`src/design/ple_pkg.sv`:
```
// Shared constants, codes and types of the positional list engine.
`default_nettype none

package ple_pkg;

	localparam int CAPACITY = 64;
	localparam int IDX_W    = (CAPACITY > 1) ? $clog2(CAPACITY) : 1;
	localparam int LEN_W    = $clog2(CAPACITY + 1);

	localparam int OP_W   = 3;
	localparam int POS_W  = 7;
	localparam int VAL_W  = 32;
	localparam int CNT_W  = 7;
	localparam int FPOS_W = 6;
	localparam int ST_W   = 2;
	localparam int LLEN_W = 7;

	// common width for position / length / counter compares
	localparam int CMP_W0 = (LEN_W > POS_W) ? LEN_W : POS_W;
	localparam int CMP_W  = (CMP_W0 > IDX_W) ? CMP_W0 : IDX_W;

	typedef enum logic [OP_W-1:0] {
		OP_READ         = 3'd0,
		OP_WRITE        = 3'd1,
		OP_INSERT       = 3'd2,
		OP_REMOVE_AT    = 3'd3,
		OP_SEARCH       = 3'd4,
		OP_REMOVE_VALUE = 3'd5,
		OP_DROP         = 3'd6,
		OP_CLEAR        = 3'd7
	} op_t;

	typedef enum logic [ST_W-1:0] {
		ST_OK        = 2'd0,
		ST_BAD_POS   = 2'd1,
		ST_FULL      = 2'd2,
		ST_NOT_FOUND = 2'd3
	} status_t;

	typedef enum logic [2:0] {
		CM_HOLD,
		CM_ROT,
		CM_WR,
		CM_INS,
		CM_DEL
	} cell_mode_t;

	typedef struct packed {
		cell_mode_t               mode;
		logic [IDX_W-1:0]         pos;
		logic signed [VAL_W-1:0]  val;
	} cell_ctl_t;

	typedef enum logic [1:0] {
		S_IDLE,
		S_EXEC,
		S_DEL,
		S_FIN
	} state_t;

endpackage

`default_nettype wire

```
`src/design/ple_cell.sv`:
```
// One storage cell of the list row: holds one entry, shifts to or from its neighbours.
`default_nettype none

module ple_cell (
	input  wire logic                              clk,
	input  wire ple_pkg::cell_ctl_t                ctl,
	input  wire logic [ple_pkg::IDX_W-1:0]         cell_idx,
	input  wire logic signed [ple_pkg::VAL_W-1:0]  left_val,
	input  wire logic signed [ple_pkg::VAL_W-1:0]  right_val,
	output logic signed [ple_pkg::VAL_W-1:0]       cell_val
);
	import ple_pkg::*;

	logic signed [VAL_W-1:0] val_q;

	always_ff @(posedge clk) begin
		case (ctl.mode)
			CM_ROT: val_q <= right_val;
			CM_WR: begin
				if (cell_idx == ctl.pos) val_q <= ctl.val;
			end
			CM_INS: begin
				if (cell_idx > ctl.pos) val_q <= left_val;
				else if (cell_idx == ctl.pos) val_q <= ctl.val;
			end
			CM_DEL: begin
				if (cell_idx >= ctl.pos) val_q <= right_val;
			end
			default: ;
		endcase
	end

	assign cell_val = val_q;

endmodule

`default_nettype wire

```
`config.mk`:
```
export PLATFORM = sky130hd
export DESIGN_NAME = ple_cell
export DESIGN_NICKNAME = d
export VERILOG_FILES = /design/src/design/ple_pkg.sv /design/src/design/ple_cell.sv
export SDC_FILE = /design/constraint.sdc
export NUM_CORES = 1
export LEC_CHECK = 0
export BUFFER_PORTS_ARGS = -buffer_cell sky130_fd_sc_hd__buf_2
export CORE_MARGIN = 5
export CORE_UTILIZATION = 42
export DETAILED_ROUTE_END_ITERATION = 16
export HOLD_SLACK_MARGIN = 0.06
export PLACE_DENSITY = 0.78
export SETUP_SLACK_MARGIN = 0.2
export SYNTH_ARGS = -nofsm -noshare
export SYNTH_HDL_FRONTEND = slang
export SYNTH_SLANG_ARGS = --single-unit
```
`constraint.sdc`:
```
create_clock -name clk -period 2.8 [get_ports clk]
set_input_delay 0 -clock clk [delete_from_list [all_inputs] [get_ports clk]]
set_output_delay 0 -clock clk [all_outputs]
set_load 0.01 [all_outputs]
```
# Yosys cells after proc, flatten, opt, wreduce, memory -nomap -nowiden
# Index checks and enable logic that the tools add are counted.
dict set report word_totals {
  in_bits 112
  word_cells 15
  reg_bits 32
}
dict set report classes {
  eq_ne 6
  order_cmp 2
  n_reduce_logical 2
  n_mux 4
}
# operator count
set ops {}
lappend ops {{one-hot mux 32 bit (4 select lines)} 1}
lappend ops {{2-to-1 mux 32 bit} 3}
lappend ops {{== test 3 x 2 -> 1 bit (second input constant)} 2}
lappend ops {{== test 6 bit} 1}
lappend ops {{>= comparator 6 bit} 1}
lappend ops {{greater-than comparator 6 bit} 1}
lappend ops {{nonzero test 4 bit} 1}
lappend ops {{== test 3 x 1 -> 1 bit (second input constant)} 1}
lappend ops {{== test 3 bit (second input constant)} 1}
lappend ops {{!= test 2 bit (second input constant)} 1}
lappend ops {{AND reduction 2 bit} 1}

# Depth between registers and ports, before layout
dict set report depth {
  word_depth 4
  depth_mapped 7
  depth_no_buf 6
}

# Worst setup path after synthesis
# Ideal clock, no wire load.
dict set report synth_path {
  kind {input port to flip-flop}
  from {input ctl[37] (netlist bit)}
  to {register val_q[0], in the netlist cell_val[0], enable pin}
  setup_slack_ps -151
  arrival_time_ps 2516
  path_buffers 0
  path_stages 6
  path_cell_list {inv_1 -> ha_1 -> nand4_4 -> a21oi_2 -> o41ai_1 -> mux2i_1}
}
dict set report synth_between {
  elab_chain_cells 3
}
# item line_no
set synth_rtl {}
lappend synth_rtl {{from (decl)} ple_cell.sv:6} ;# input wire ple_pkg::cell_ctl_t ctl,
lappend synth_rtl {{>= comparator 6 bit} ple_cell.sv:27} ;# if (cell_idx >= ctl.pos) val_q <= right_val;
lappend synth_rtl {{!= test 2 bit (no source line)} --}
lappend synth_rtl {{AND reduction 2 bit (no source line)} --}
lappend synth_rtl {{to (signal assigned)} ple_cell.sv:23} ;# if (cell_idx > ctl.pos) val_q <= left_val;
lappend synth_rtl {{to (signal assigned)} ple_cell.sv:24} ;# else if (cell_idx == ctl.pos) val_q <= ctl.val;
lappend synth_rtl {{to (signal assigned)} ple_cell.sv:27}
lappend synth_rtl {{to (decl)} ple_cell.sv:14} ;# logic signed [VAL_W-1:0] val_q;
# Every way passes these cells.
# A chain may end at the register's enable or synchronous reset.

# Worst setup path in the final report
dict set report layout_path {
  from {input ctl[37] (netlist bit)}
  to {register val_q[9], in the netlist cell_val[9], enable pin}
}
# The elaborated chain is that of the path after synthesis.

==> results.toml <==
[yosys]
syn_area_per_cell_um2 = 9.656
seq_area_frac_synth = 0.3467
synth_cells = 287
synth_fp_nets = 405
yosys.area.top_type = "edfxtp_1"
synth_area_um2 = 2771
ys_types = 24
yosys_register_bits = 32
synth_top_cell_area_share = 0.3467
yosysWarnings = 0
synth_top_cells_by_area = "edfxtp_1, o211ai_2, o311ai_0"

[drt]
route.detailed.drc = 0
wl_per_cell_um = 17.72
via_per_inst = 5.749
num_vias = 3001
ant_nets = 0
firstDrtPassIters = 4
drt_iter0_markers = 180
routed_wl_um = 9249

[clock_network]
path_clk_slew_ns = 0.07
root_buffer = "clkbuf_8"
cts_resized = 0
cts_tree = "done"
cts_buffer_depth = 2
clk_latency_ns = 0.28
htreeDepth = 2
cts_inserted_buffers = 5
cts_setup_buffers = 0
cts.sinks = 32

[critical_path]
cp_slowest_cell = "mux2i_4"
crit_type = "input pin to flop"
arrival_ns = 1.92
crit_path_max_incr_delay_ns = 0.89
critPathLaunchType = "input pin"
path_cells = "buf_2 > inv_1 > ha_1 > nand4_4 > a21oi_2 > o41ai_1 > mux2i_4"
crit_fanout = 32
crit_path_end_kind = "flop"
reg2reg_depth = 2
cp.required_ns = 2.68

[layout]
layout.cells.most_common_list = "buf_2, nand2_1, o211ai_1"
multi_input_area_um2 = 1648
antennaDiodeCount = 0
final_common_cell = "buf_2"
finalNetCount = 563
largest_reg_flops = 32
instances_no_fill = 522
syn_to_final_growth_pct = 41.90
layout-drive-gt1-share = 0.4404
fillers = 565
regArea_um2 = 960.9

[timing]
min_period_ns = 2.038
final.setup.tns_ns = 0
fmax_mhz = 490.6
rsz0062_at_grt = "no"
finClkSkew_ns = 0
slew_violations = 0
slew_headroom = 0.2028
period_share = 0.7280
finalHoldViolCount = 0
setup_violations = 0
tightest_slew_ns = 1.171

[flow_run]
maxCapViolations = 0

[floorplan]
rows = 29
dieArea_um2 = 8323
coreArea_um2 = 6386
fp.dieH_um = 91.23
die-width_um = 91.23
initial_core_util = 0.4340
ios = 144

[pwr]
p_leak_nw = 1.645
peakVddDrop_mv = 0.2339
p_per_area_nw_per_um2 = 349.9

[global_routing]
grt_use_total = 0.2167
overflow = 0
grt_start_max_net_pins = 65
grt_pass1_wl_um = 15160
antenna_found_initial = 0
grt_pass1_vias = 3167

[min_path]
hp-class = "input pin to flop"
holdPathStages = 4

[place]
hpwl_um = 6339
dp.cells = 483
gp_congestion = 0.8048
io_buffers = 143

[status]
outcome = "finished, final reports clean"
==> report_power, final <==
part	total, mW	internal [mW]	switching (mW)	leakage, nW
registers	0.614	0.589	0.0249	0.313
logic	0.433	0.198	0.235	1.29
clock network	0.329	0.169	0.160	0.0410
total	1.38	0.957	0.420	1.64
==> timing repair <==
item,in CTS,in global routing
setup endpoints to repair,0,0
endpoints found under the hold margin,32,0
hold buffers,32,0
==> synthesized netlist by cell type <==
| library cell | n |
|---|---|
| o21a_1 | 1 |
| buf_6 | 3 |
| and2_1 | 32 |
| mux2i_1 | 1 |
| edfxtp_1 | 32 |
| nor2_2 | 1 |
| a21o_1 | 1 |
| a21oi_1 | 1 |
| clkbuf_1 | 24 |
| o211ai_2 | 30 |
| nor2_1 | 2 |
| o211ai_1 | 34 |
| o311ai_0 | 32 |
| o31a_2 | 1 |
| nor2b_1 | 1 |
| ha_1 | 6 |
| buf_2 | 7 |
| nand4_4 | 1 |
| inv_1 | 7 |
| o41ai_1 | 1 |
| nand2b_1 | 2 |
| or3_1 | 32 |
| a21oi_2 | 1 |
| nand2_1 | 34 |
==> worst max-delay path: cells and delay by family <==
kind / cells / cell delay, ns
compound gates: 2 / 0.33
simple gates: 1 / 0.22
buf+inv: 2 / 0.11
fa+ha+maj: 1 / 0.35
mux: 1 / 0.89
==> metal layers <==
metal	share of wire	GRT usage	vias up
met3	0.097	0.04380	16
met5	0	0	-
met1	0.40	0.2789	1386
met4	0.016	0.07090	0
met2	0.48	0.3636	154
li1	-	-	1445
==> layout make-up <==
| class | instances | area share |
|---|---|---|
| flip-flops and latches | 32 | 0.2444 |
| inverters | 7 | 0.006682 |
| repair buffers | 185 | 0.2857 |
| multi-input cells | 214 | 0.4190 |
| clock inverters | 1 | 0.001273 |
| well taps | 77 | 0.02450 |
| clock buffers | 6 | 0.01845 |
==> path summary, 6_finish.rpt <==
| check | startpoint | endpoint | slack (ns) |
|---|---|---|---|
| hold reg to reg | cell_val[5] | cell_val[5] | 0.70 |
| setup reg to reg | cell_val[21] | cell_val[21] | 1.77 |
| hold / removal | ctl[7] | cell_val[7] | 0.22 |
| setup / recovery | ctl[37] | cell_val[9] | 0.76 |
==> through the flow <==
| stage | utilization | cell area, um^2 | hold WS, ns | worst slack (ns) | total power [mW] |
|---|---|---|---|---|---|
| 2_1_floorplan | - | 2775 | 0.1936 | 0.4437 | 0.8452 |
| 3_3_place_gp | 0.5535 | 3535 | 0.2826 | 0.5563 | 1.012 |
| 3_5_place_dp | 0.5535 | 3535 | 0.2879 | 0.4777 | 1.021 |
| 4_1_cts | 0.6158 | 3933 | 0.2047 | 0.7605 | 1.382 |
| 5_1_grt | 0.6158 | 3933 | 0.2266 | 0.5740 | 1.452 |
| 6_report | 0.6158 | 3933 | 0.2168 | 0.7616 | 1.376 |
==> cell families after synthesis <==
logic type               synth area share
AND/OR/NAND/NOR                    0.2099
buffers and inverters             0.06682
flip-flops                         0.3467
adder cells (fa/ha/maj)           0.02709
AO/OA/AOI/OAI                      0.3458
multiplexers                     0.003612
Power figures use the tool's default switching activity.
