==> config.mk <==
export PLATFORM = sky130hd
export DESIGN_NAME = ple_ctrl
export DESIGN_NICKNAME = d
export VERILOG_FILES = /design/src/design/ple_pkg.sv /design/src/design/ple_ctrl.sv
export SDC_FILE = /design/constraint.sdc
export NUM_CORES = 1
export LEC_CHECK = 0
export BUFFER_PORTS_ARGS = -buffer_cell sky130_fd_sc_hd__buf_4
export CAP_MARGIN = 20
export CORE_ASPECT_RATIO = 1.75
export CORE_MARGIN = 1.5
export CORE_UTILIZATION = 40
export DETAILED_ROUTE_END_ITERATION = 8
export GPL_TIMING_DRIVEN = 0
export SLEW_MARGIN = 20
export SYNTH_ARGS = -nofsm -noshare
export SYNTH_HDL_FRONTEND = slang
export SYNTH_SLANG_ARGS = --single-unit
==> constraint.sdc <==
create_clock -name clk -period 5.9 [get_ports clk]
set_input_delay 1.475 -clock clk [delete_from_list [all_inputs] [get_ports clk]]
set_output_delay 1.475 -clock clk [all_outputs]
set_load 0.01 [all_outputs]
==> src/design/ple_pkg.sv <==
// Shared constants, codes and types of the positional list engine.
`default_nettype none

package ple_pkg;

	localparam int CAPACITY = 64;
	localparam int IDX_W    = (CAPACITY > 1) ? $clog2(CAPACITY) : 1;
	localparam int LEN_W    = $clog2(CAPACITY + 1);

	localparam int OP_W   = 3;
	localparam int POS_W  = 7;
	localparam int VAL_W  = 32;
	localparam int CNT_W  = 7;
	localparam int FPOS_W = 6;
	localparam int ST_W   = 2;
	localparam int LLEN_W = 7;

	// common width for position / length / counter compares
	localparam int CMP_W0 = (LEN_W > POS_W) ? LEN_W : POS_W;
	localparam int CMP_W  = (CMP_W0 > IDX_W) ? CMP_W0 : IDX_W;

	typedef enum logic [OP_W-1:0] {
		OP_READ         = 3'd0,
		OP_WRITE        = 3'd1,
		OP_INSERT       = 3'd2,
		OP_REMOVE_AT    = 3'd3,
		OP_SEARCH       = 3'd4,
		OP_REMOVE_VALUE = 3'd5,
		OP_DROP         = 3'd6,
		OP_CLEAR        = 3'd7
	} op_t;

	typedef enum logic [ST_W-1:0] {
		ST_OK        = 2'd0,
		ST_BAD_POS   = 2'd1,
		ST_FULL      = 2'd2,
		ST_NOT_FOUND = 2'd3
	} status_t;

	typedef enum logic [2:0] {
		CM_HOLD,
		CM_ROT,
		CM_WR,
		CM_INS,
		CM_DEL
	} cell_mode_t;

	typedef struct packed {
		cell_mode_t               mode;
		logic [IDX_W-1:0]         pos;
		logic signed [VAL_W-1:0]  val;
	} cell_ctl_t;

	typedef enum logic [1:0] {
		S_IDLE,
		S_EXEC,
		S_DEL,
		S_FIN
	} state_t;

endpackage

`default_nettype wire

==> src/design/ple_ctrl.sv <==
// Sequencer of the list engine: handshakes, length, scan counter and result register.
`default_nettype none

module ple_ctrl (
	input  wire logic                              clk,
	input  wire logic                              arst_n,
	input  wire logic                              in_valid,
	output logic                                   in_stall,
	input  wire logic [ple_pkg::OP_W-1:0]          op,
	input  wire logic [ple_pkg::POS_W-1:0]         position,
	input  wire logic signed [ple_pkg::VAL_W-1:0]  value,
	input  wire logic [ple_pkg::CNT_W-1:0]         drop_count,
	output logic                                   out_valid,
	input  wire logic                              out_stall,
	output logic signed [ple_pkg::VAL_W-1:0]       result_value,
	output logic [ple_pkg::FPOS_W-1:0]             found_position,
	output logic [ple_pkg::ST_W-1:0]               status,
	output logic [ple_pkg::LLEN_W-1:0]             list_length,
	input  wire logic signed [ple_pkg::VAL_W-1:0]  head_val,
	output ple_pkg::cell_ctl_t                     ctl
);
	import ple_pkg::*;

	state_t state_q, state_d;

	// control
	logic [LEN_W-1:0] len_q;
	logic [IDX_W-1:0] k_q;
	logic [LEN_W-1:0] rem_q;
	logic             hit_q;
	logic             out_valid_q;

	// transaction payload
	op_t                     op_q;
	logic [POS_W-1:0]        pos_q;
	logic signed [VAL_W-1:0] val_q;
	logic [IDX_W-1:0]        idx_q;
	logic signed [VAL_W-1:0] cap_q;
	logic signed [VAL_W-1:0] rres_q;
	status_t                 rst_q;
	logic [FPOS_W-1:0]       rfpos_q;

	// output register
	logic signed [VAL_W-1:0] res_out_q;
	logic [FPOS_W-1:0]       fpos_out_q;
	status_t                 st_out_q;
	logic [LLEN_W-1:0]       len_out_q;

	logic                    in_acc;
	logic [CMP_W-1:0]        pos_ext, len_ext, k_ext, cnt_ext;
	logic                    pos_ok, ins_bad_pos, ins_ok;
	logic                    is_search, is_remove, is_scan;
	logic                    match_now, scan_last, found_fin, remove_go;
	logic [IDX_W-1:0]        idx_fin;
	logic signed [VAL_W-1:0] val_fin;
	logic [LEN_W-1:0]        rem_init;
	logic                    fin_go;

	assign in_acc  = in_valid && !in_stall;
	assign pos_ext = CMP_W'(pos_q);
	assign len_ext = CMP_W'(len_q);
	assign k_ext   = CMP_W'(k_q);
	assign cnt_ext = CMP_W'(drop_count);

	assign pos_ok      = pos_ext < len_ext;
	assign ins_bad_pos = pos_ext > len_ext;
	assign ins_ok      = !ins_bad_pos && (len_q < LEN_W'(CAPACITY));

	assign is_search = (op_q == OP_SEARCH) || (op_q == OP_REMOVE_VALUE);
	assign is_remove = (op_q == OP_REMOVE_AT) || (op_q == OP_REMOVE_VALUE);
	assign is_scan   = is_search || (op_q == OP_READ) || (op_q == OP_REMOVE_AT);

	// first hit for a search, positional hit otherwise
	assign match_now = is_search ? (!hit_q && (head_val == val_q) && (k_ext < len_ext))
	                             : (k_ext == pos_ext);
	assign scan_last = (k_q == IDX_W'(CAPACITY - 1));
	assign found_fin = is_search ? (hit_q || match_now) : pos_ok;
	assign remove_go = is_remove && found_fin;
	assign idx_fin   = match_now ? k_q : idx_q;
	assign val_fin   = match_now ? head_val : cap_q;

	assign rem_init = (cnt_ext > len_ext) ? len_q : LEN_W'(drop_count);
	assign fin_go   = !out_valid_q || !out_stall;

	always_ff @(posedge clk or negedge arst_n) begin
		if (!arst_n) begin
			state_q <= S_IDLE;
		end else begin
			state_q <= state_d;
		end
	end

	always_comb begin
		state_d  = state_q;
		in_stall = (state_q != S_IDLE);
		ctl.mode = CM_HOLD;
		ctl.pos  = idx_q;
		ctl.val  = val_q;
		unique case (state_q)
			S_IDLE: begin
				if (in_valid) state_d = S_EXEC;
			end
			S_EXEC: begin
				unique case (op_q) inside
					OP_READ, OP_REMOVE_AT, OP_SEARCH, OP_REMOVE_VALUE: begin
						ctl.mode = CM_ROT;
						if (scan_last) state_d = remove_go ? S_DEL : S_FIN;
					end
					OP_WRITE: begin
						if (pos_ok) ctl.mode = CM_WR;
						state_d = S_FIN;
					end
					OP_INSERT: begin
						if (ins_ok) ctl.mode = CM_INS;
						state_d = S_FIN;
					end
					OP_DROP: begin
						if (rem_q == '0) state_d = S_FIN;
						else ctl.mode = CM_ROT;
					end
					OP_CLEAR: state_d = S_FIN;
					default: state_d = S_FIN;
				endcase
			end
			S_DEL: begin
				ctl.mode = CM_DEL;
				state_d  = S_FIN;
			end
			S_FIN: begin
				if (fin_go) state_d = S_IDLE;
			end
			default: state_d = S_IDLE;
		endcase
	end

	always_ff @(posedge clk or negedge arst_n) begin
		if (!arst_n) begin
			len_q       <= '0;
			k_q         <= '0;
			rem_q       <= '0;
			hit_q       <= 1'b0;
			out_valid_q <= 1'b0;
		end else begin
			if (out_valid_q && !out_stall) out_valid_q <= 1'b0;
			if (state_q == S_FIN && fin_go) out_valid_q <= 1'b1;
			if (in_acc) begin
				hit_q <= 1'b0;
				k_q   <= '0;
				rem_q <= rem_init;
			end
			if (state_q == S_EXEC) begin
				case (op_q) inside
					OP_READ, OP_REMOVE_AT, OP_SEARCH, OP_REMOVE_VALUE: begin
						k_q <= scan_last ? '0 : k_q + 1'b1;
						if (match_now) hit_q <= 1'b1;
					end
					OP_INSERT: begin
						if (ins_ok) len_q <= len_q + 1'b1;
					end
					OP_DROP: begin
						if (rem_q != '0) begin
							rem_q <= rem_q - 1'b1;
							len_q <= len_q - 1'b1;
						end
					end
					OP_CLEAR: len_q <= '0;
					default: ;
				endcase
			end
			if (state_q == S_DEL) len_q <= len_q - 1'b1;
		end
	end

	always_ff @(posedge clk) begin
		if (in_acc) begin
			op_q    <= op_t'(op);
			pos_q   <= position;
			val_q   <= value;
			idx_q   <= IDX_W'(position);
			rres_q  <= '0;
			rst_q   <= ST_OK;
			rfpos_q <= '0;
		end
		if (state_q == S_EXEC) begin
			if (is_scan) begin
				if (match_now) begin
					cap_q <= head_val;
					idx_q <= k_q;
				end
				if (scan_last) begin
					if (found_fin) begin
						rres_q <= val_fin;
						idx_q  <= idx_fin;
						if (is_search) rfpos_q <= FPOS_W'(idx_fin);
					end else begin
						rres_q <= '1;
						rst_q  <= is_search ? ST_NOT_FOUND : ST_BAD_POS;
					end
				end
			end else if (op_q == OP_WRITE) begin
				if (!pos_ok) begin
					rres_q <= '1;
					rst_q  <= ST_BAD_POS;
				end
			end else if (op_q == OP_INSERT) begin
				if (ins_bad_pos) begin
					rres_q <= '1;
					rst_q  <= ST_BAD_POS;
				end else if (!ins_ok) begin
					rst_q <= ST_FULL;
				end
			end
		end
		if (state_q == S_FIN && fin_go) begin
			res_out_q  <= rres_q;
			fpos_out_q <= rfpos_q;
			st_out_q   <= rst_q;
			len_out_q  <= LLEN_W'(len_q);
		end
	end

	assign out_valid      = out_valid_q;
	assign result_value   = res_out_q;
	assign found_position = fpos_out_q;
	assign status         = st_out_q;
	assign list_length    = len_out_q;

	// a full report only comes from a list at capacity
	a_full_len: assert property (@(posedge clk) disable iff (!arst_n)
		out_valid_q && (st_out_q == ST_FULL) |-> len_out_q == LLEN_W'(CAPACITY))
		else $error("full status with list not at capacity");

	// a miss always carries all ones
	a_miss_val: assert property (@(posedge clk) disable iff (!arst_n)
		out_valid_q && (st_out_q == ST_NOT_FOUND || st_out_q == ST_BAD_POS)
		|-> res_out_q == '1)
		else $error("error status without all-ones result");

	// length only moves while a transaction is being worked
	a_len_idle: assert property (@(posedge clk) disable iff (!arst_n)
		(state_q == S_IDLE || state_q == S_FIN) |=> $stable(len_q))
		else $error("length changed outside execution");

	// scan always restarts from the head
	a_k_idle: assert property (@(posedge clk) disable iff (!arst_n)
		(state_q == S_EXEC) && is_scan && scan_last |=> k_q == '0)
		else $error("scan counter not rewound");

	// never more entries than cells
	a_len_cap: assert property (@(posedge clk) disable iff (!arst_n)
		(state_q == S_EXEC) && (op_q == OP_INSERT) |=> len_q <= LEN_W'(CAPACITY))
		else $error("length beyond capacity");

endmodule

`default_nettype wire

; Word level (Yosys, flattened, before mapping)
; Index checks and enable logic that the tools add are counted.
[totals]
word_cells = 150
inputBits = 85
ff_bits = 191
[op_classes]
addsub = 4
n_mux = 73
eq_ne = 20
reduce_logical = 30
n_lt_le_gt_ge = 5
[ops]
columns = op, count
row1 = 32-bit 2-to-1 mux, 10
row2 = 7-bit 2-to-1 mux, 15
row3 = 6-bit 2-to-1 mux, 17
row4 = 2-bit 2-to-1 mux, 17
row5 = 32-bit equality test, 1
row6 = 2-bit case mux with 4 select lines, 2
row7 = 7-bit > comparator, 2
row8 = "7-bit by 1-bit subtractor with 7-bit output, second input constant", 2
row9 = "3-bit equality test, second input constant", 4
row10 = 1-bit 2-to-1 mux, 10
row11 = "3-bit inequality test, second input constant", 3
row12 = "7-bit by 1-bit adder with 7-bit output, second input constant", 1
row13 = 6-bit by 7-bit equality test with 1-bit output, 1
row14 = 1-bit logical AND, 7
row15 = 7-bit logical NOT, 1
row16 = 6-bit by 7-bit < comparator with 1-bit output, 1
row17 = 7-bit < comparator, 1
row18 = "7-bit < comparator, second input constant", 1
row19 = 7-bit nonzero test, 1
row20 = "6-bit by 1-bit adder with 6-bit output, second input constant", 1
row21 = "3-bit by 2-bit equality test with 1-bit output, second input constant", 2
row22 = "6-bit equality test, second input constant", 1
row23 = 1-bit logical OR, 6
row24 = "2-bit inequality test, second input constant", 3
row25 = 15 further kinds, 22

; Depth between registers and ports, before layout
[depth]
word_depth = 11
mapped_depth = 11
mapped_depth_nobuf = 10

; Worst setup path after synthesis
; No wires, ideal clock.
[synth_path]
kind = input port to flip-flop
from = in out_stall
to = reg fpos_out_q[0] (netlist: found_position[0]) (enable)
cell_stages = 1
arrival_time_ps = 4901
path_buffers = 0
setup_slack_ps = 475
path_cell_list = a21boi_0
[synth_between]
elab_chain_cells = 3
[synth_rtl]
columns = item, line
row1 = start: declaration, ple_ctrl.sv:14  ; input wire logic out_stall,
row2 = 1-bit logical NOT, ple_ctrl.sv:83  ; assign fin_go = !out_valid_q || !out_stall;
row3 = 1-bit logical OR, ple_ctrl.sv:83
row4 = 1-bit logical AND, ple_ctrl.sv:214  ; if (state_q == S_FIN && fin_go) begin
row5 = end signal: assignment, ple_ctrl.sv:216  ; fpos_out_q <= rfpos_q;
row6 = end: declaration, ple_ctrl.sv:45  ; logic [FPOS_W-1:0] fpos_out_q;
; Every way passes these cells.
; A chain may end at the register's enable or synchronous reset.

==> results by group <==
Critical path
  – WP data required: approximately 4400 ps
  – R2R Setup Slk: about 2700 ps
  – R2r endpoint: idx_q[2]$_DFF_P_
  – CP Launch Type: flip-flop
  – Critical Path AT: 2920 ps
  – CP endpoint kind: output pin
  – Reg2reg start: len_ext[4]$_DFFE_PN0P_
  – R2r worst-path depth: 10
  – Crit Path Max Fanout: 9
  – Critical path class: reg -> out

Clock tree
  – CTS tree: done
  – Clock Sinks: roughly 190
  – Clk root buf: clkbuf_16
  – Clock Path Buffers: 2
  – CTS resizes: 0
  – CTS Hold Buffers Added: 0
  – TritonCTS buffer count: 17
  – Clk slew on worst S/H paths: roughly 70 ps
  – Worst-skew pair later-pin latency: 440 ps
  – Setup bufs post-CTS: 0
  – # H-tree levels: 4

Finish
  – Ant. Diodes: 0
  – Area grow syn2layout: 27.5%
  – Layout cell share with drive strength beyond 1: between 20 and 30%
  – Final Non-Filler Cells: 1,238
  – Most common cell after layout, fill and taps aside: buf_4
  – Most frequent cells in the layout: buf_4 (177), edfxtp_1 (121), nor2_1 (71), nor3_1 (57), a21oi_1 (51)
  – Final net count: 1,046

Pwr
  – Pleak: around 4.5 nW
  – Net Sw Power: between 0.0015 and 0.002 W
  – Int Pwr: approximately 0.0035 W
  – Pwr dens: approximately 460 nW/um^2
  – Flop pwr share: a little over two fifths
  – Overall power: between 0.005 and 0.006 W
  – Combinational share of power: between 30% and 40%
  – Peak VDD IR: just under 0.4 mV
  – Net Sw Frac: approximately 33%
  – Clk pwr share: approximately 25%

Timing
  – Fmax: 0.228 GHz
  – Slew margin rel.: 49.4%
  – RSZ-0062 raised after global routing: false
  – Final Skew: 9.44 ps
  – Slew @ Worst Pin: 759 ps
  – Final period util: 74.5%
  – Final setup viols: 0
  – Hold Violations, Final: 0
  – Slew Viols, Final: 0
  – Tmin final: approximately 4400 ps

Synth
  – Leading area contributor after synthesis: edfxtp_1
  – Mapped Area: around 8800 um^2
  – Post-synth EDFFs: 121
  – YS warnings: 0
  – Sequential area share after synthesis: between 50 and 60%
  – Synth Net Count: 850
  – Most used flip-flop cell after synthesis: edfxtp_1
  – Synth area leaders: edfxtp_1 (41%), dfxtp_1 (10%), dfrtp_1 (6.8%), mux2_2 (4.2%), ha_1 (4.0%)
  – Cell count after synthesis: 737
  – Mean Syn Cell Area: ~12 um^2
  – Synth unique cells: about 70
  – Synthesis-stage register bit count: approximately 190
  – Synth top area share: between 40% and 50%
  – Asr flop ratio synth: about an eighth

Die
  – Chip height: roughly 200 um
  – Core area: 21,500 um^2
  – Ports: 175
  – Die area: between 20,000 and 25,000 um^2
  – Row cnt: between 70 and 80
  – Die X: 115 um
  – Initial Utilization: between 40% and 50%

Drt
  – Post-DR vias/cell: 5.36
  – Final wirelength: 24.5 mm
  – # DRC: 0
  – DR WL/cell: 19.8 um
  – Routed Antenna Nets: 0
  – Initial DRT Pass Iterations: 7
  – Number of DRC markers in iteration 0: 372
  – Via Count: between 6k and 7k

Worst hold path
  – Hold crit path type: reg -> reg
  – Worst hold path endpoint: result_value[21]$_DFFE_PP_
  – Worst Hold Depth: 0
  – HP Start: rres_q[21]$_DFF_P_

Global routing
  – Pin count of the biggest net entering global routing: 39
  – Total GRT Usage: roughly 22%
  – First-pass GRT wire length: roughly 37 mm
  – Vias in the first global route: 6,731
  – Initial antenna violation count: 0
  – Global route overflow: 0

Placement
  – Port Buffer Count: 174
  – RePlAce Congestion: 0.848
  – Placed insts: between 1k and 1.5k
  – Detailed-placement wirelength estimate: around 18 mm

Run
  – Max-cap viol count: 0

Outcome
  – Status: complete, no violations
routing by layer:
metal	vias to the layer above	global-route usage, %	share of wire (%)
met5	-	0	0
met4	0	8.55	2.5
met3	37	5.76	5.3
met2	215	42.5	57
met1	3235	22.0	35
li1	3151	-	-
worst max-delay path: stages, from the launching register on:
cell and delay (ps):
dfrtp_1 340, clkbuf_1 350, inv_1 220, ha_1 350, nand3_1 130, a211o_1 350
nand2_2 150, nand2_1 90, nand2_1 100, o22ai_1 80, and3_1 190, buf_4 140
power groups by stage:
stage                     logic, W  clock network, W  registers, W
after floorplan           0.000917                 0       0.00224
after global placement     0.00161                 0       0.00224
after detailed placement   0.00168                 0       0.00221
after CTS                  0.00169           0.00133       0.00219
after global routing       0.00185           0.00138       0.00223
final                      0.00168           0.00131       0.00219
sequential cells by signal (all words and copies together) (netlist names):
name,cells
idx_q,6
rem_q,7
cap_q,32
out_valid,1
result_value,32
hit_q,1
len_ext,7
val_q,32
rres_q,32
rfpos_q,6
op_q,3
rst_q,2
status,2
found_position,6
pos_ext,7
k_q,6
list_length,7
state_q,2
metrics by stage:
stage          hold slack [ps]  utilization, %  area (um^2)  TNS, ps  setup WS [ps]
6_report                   432            52.2        11200        0           1510
5_1_grt                    438            52.2        11200        0           1320
4_1_cts                    434            52.2        11200        0           1540
3_5_place_dp               417            49.1        10600        0           1920
3_3_place_gp               411            48.7        10500  -104450          -2230
2_1_floorplan              408               -         8800        0            475
synth_stat cells, types with 3 or more instances:
library cell and instances:
a31oi_1 9, xnor2_1 13, o221ai_1 5, nand2_1 30, and2_1 5, dfxtp_1 46
nor3_1 57, a21o_1 5, edfxtp_1 121, o221a_1 6, nand3_1 23, buf_4 3
inv_1 16, nor4_1 10, o32a_1 7, o22a_1 3, o22ai_1 3, clkbuf_1 13
mux2_2 33, a21oi_1 51, buf_2 13, ha_1 28, nor2_1 71, xor2_1 26
or2_2 4, mux2i_1 15, a22oi_1 3, nand4_1 8, o21ai_0 24, or3_1 3
dfrtp_1 24, and3_1 5, nor2b_1 4, nand2b_1 5
worst max path at each step:
stage | slack (ps) | cells past startpoint | to | from
global route | 1320 | 11 | ctl[39] | len_ext[4]$_DFFE_PN0P_
floorplan | 480 | 1 | found_position[0]$_DFFE_PP_ | out_stall
CTS | 1540 | 11 | ctl[39] | len_ext[4]$_DFFE_PN0P_
finish | 1510 | 11 | ctl[39] | len_ext[4]$_DFFE_PN0P_
detailed placement | 1920 | 8 | rfpos_q[2]$_DFF_P_ | head_val[6]
global placement | -2230 | 2 | result_value[24]$_DFFE_PP_ | out_stall
final cells by class:
class / count / area, um^2
buffer: 30 / 141
clock buffer: 23 / 458
clock inverter: 9 / 205
fill: 2014 / 10300
inverter: 18 / 71.3
multi-input combinational: 498 / 3440
sequential: 191 / 5150
tap: 292 / 365
timing repair buffer: 177 / 1380
cells by family after synthesis:
family          after synthesis  synth area share, %
simple gates                242                 13.9
flops                       191                 58.6
compound gates              140                 11.0
mux                          49                 6.19
buf+inv                      48                 2.40
xor+xnor                     39                 3.88
fa+ha+maj                    28                 3.98
(Power assumes the default switching activity.)
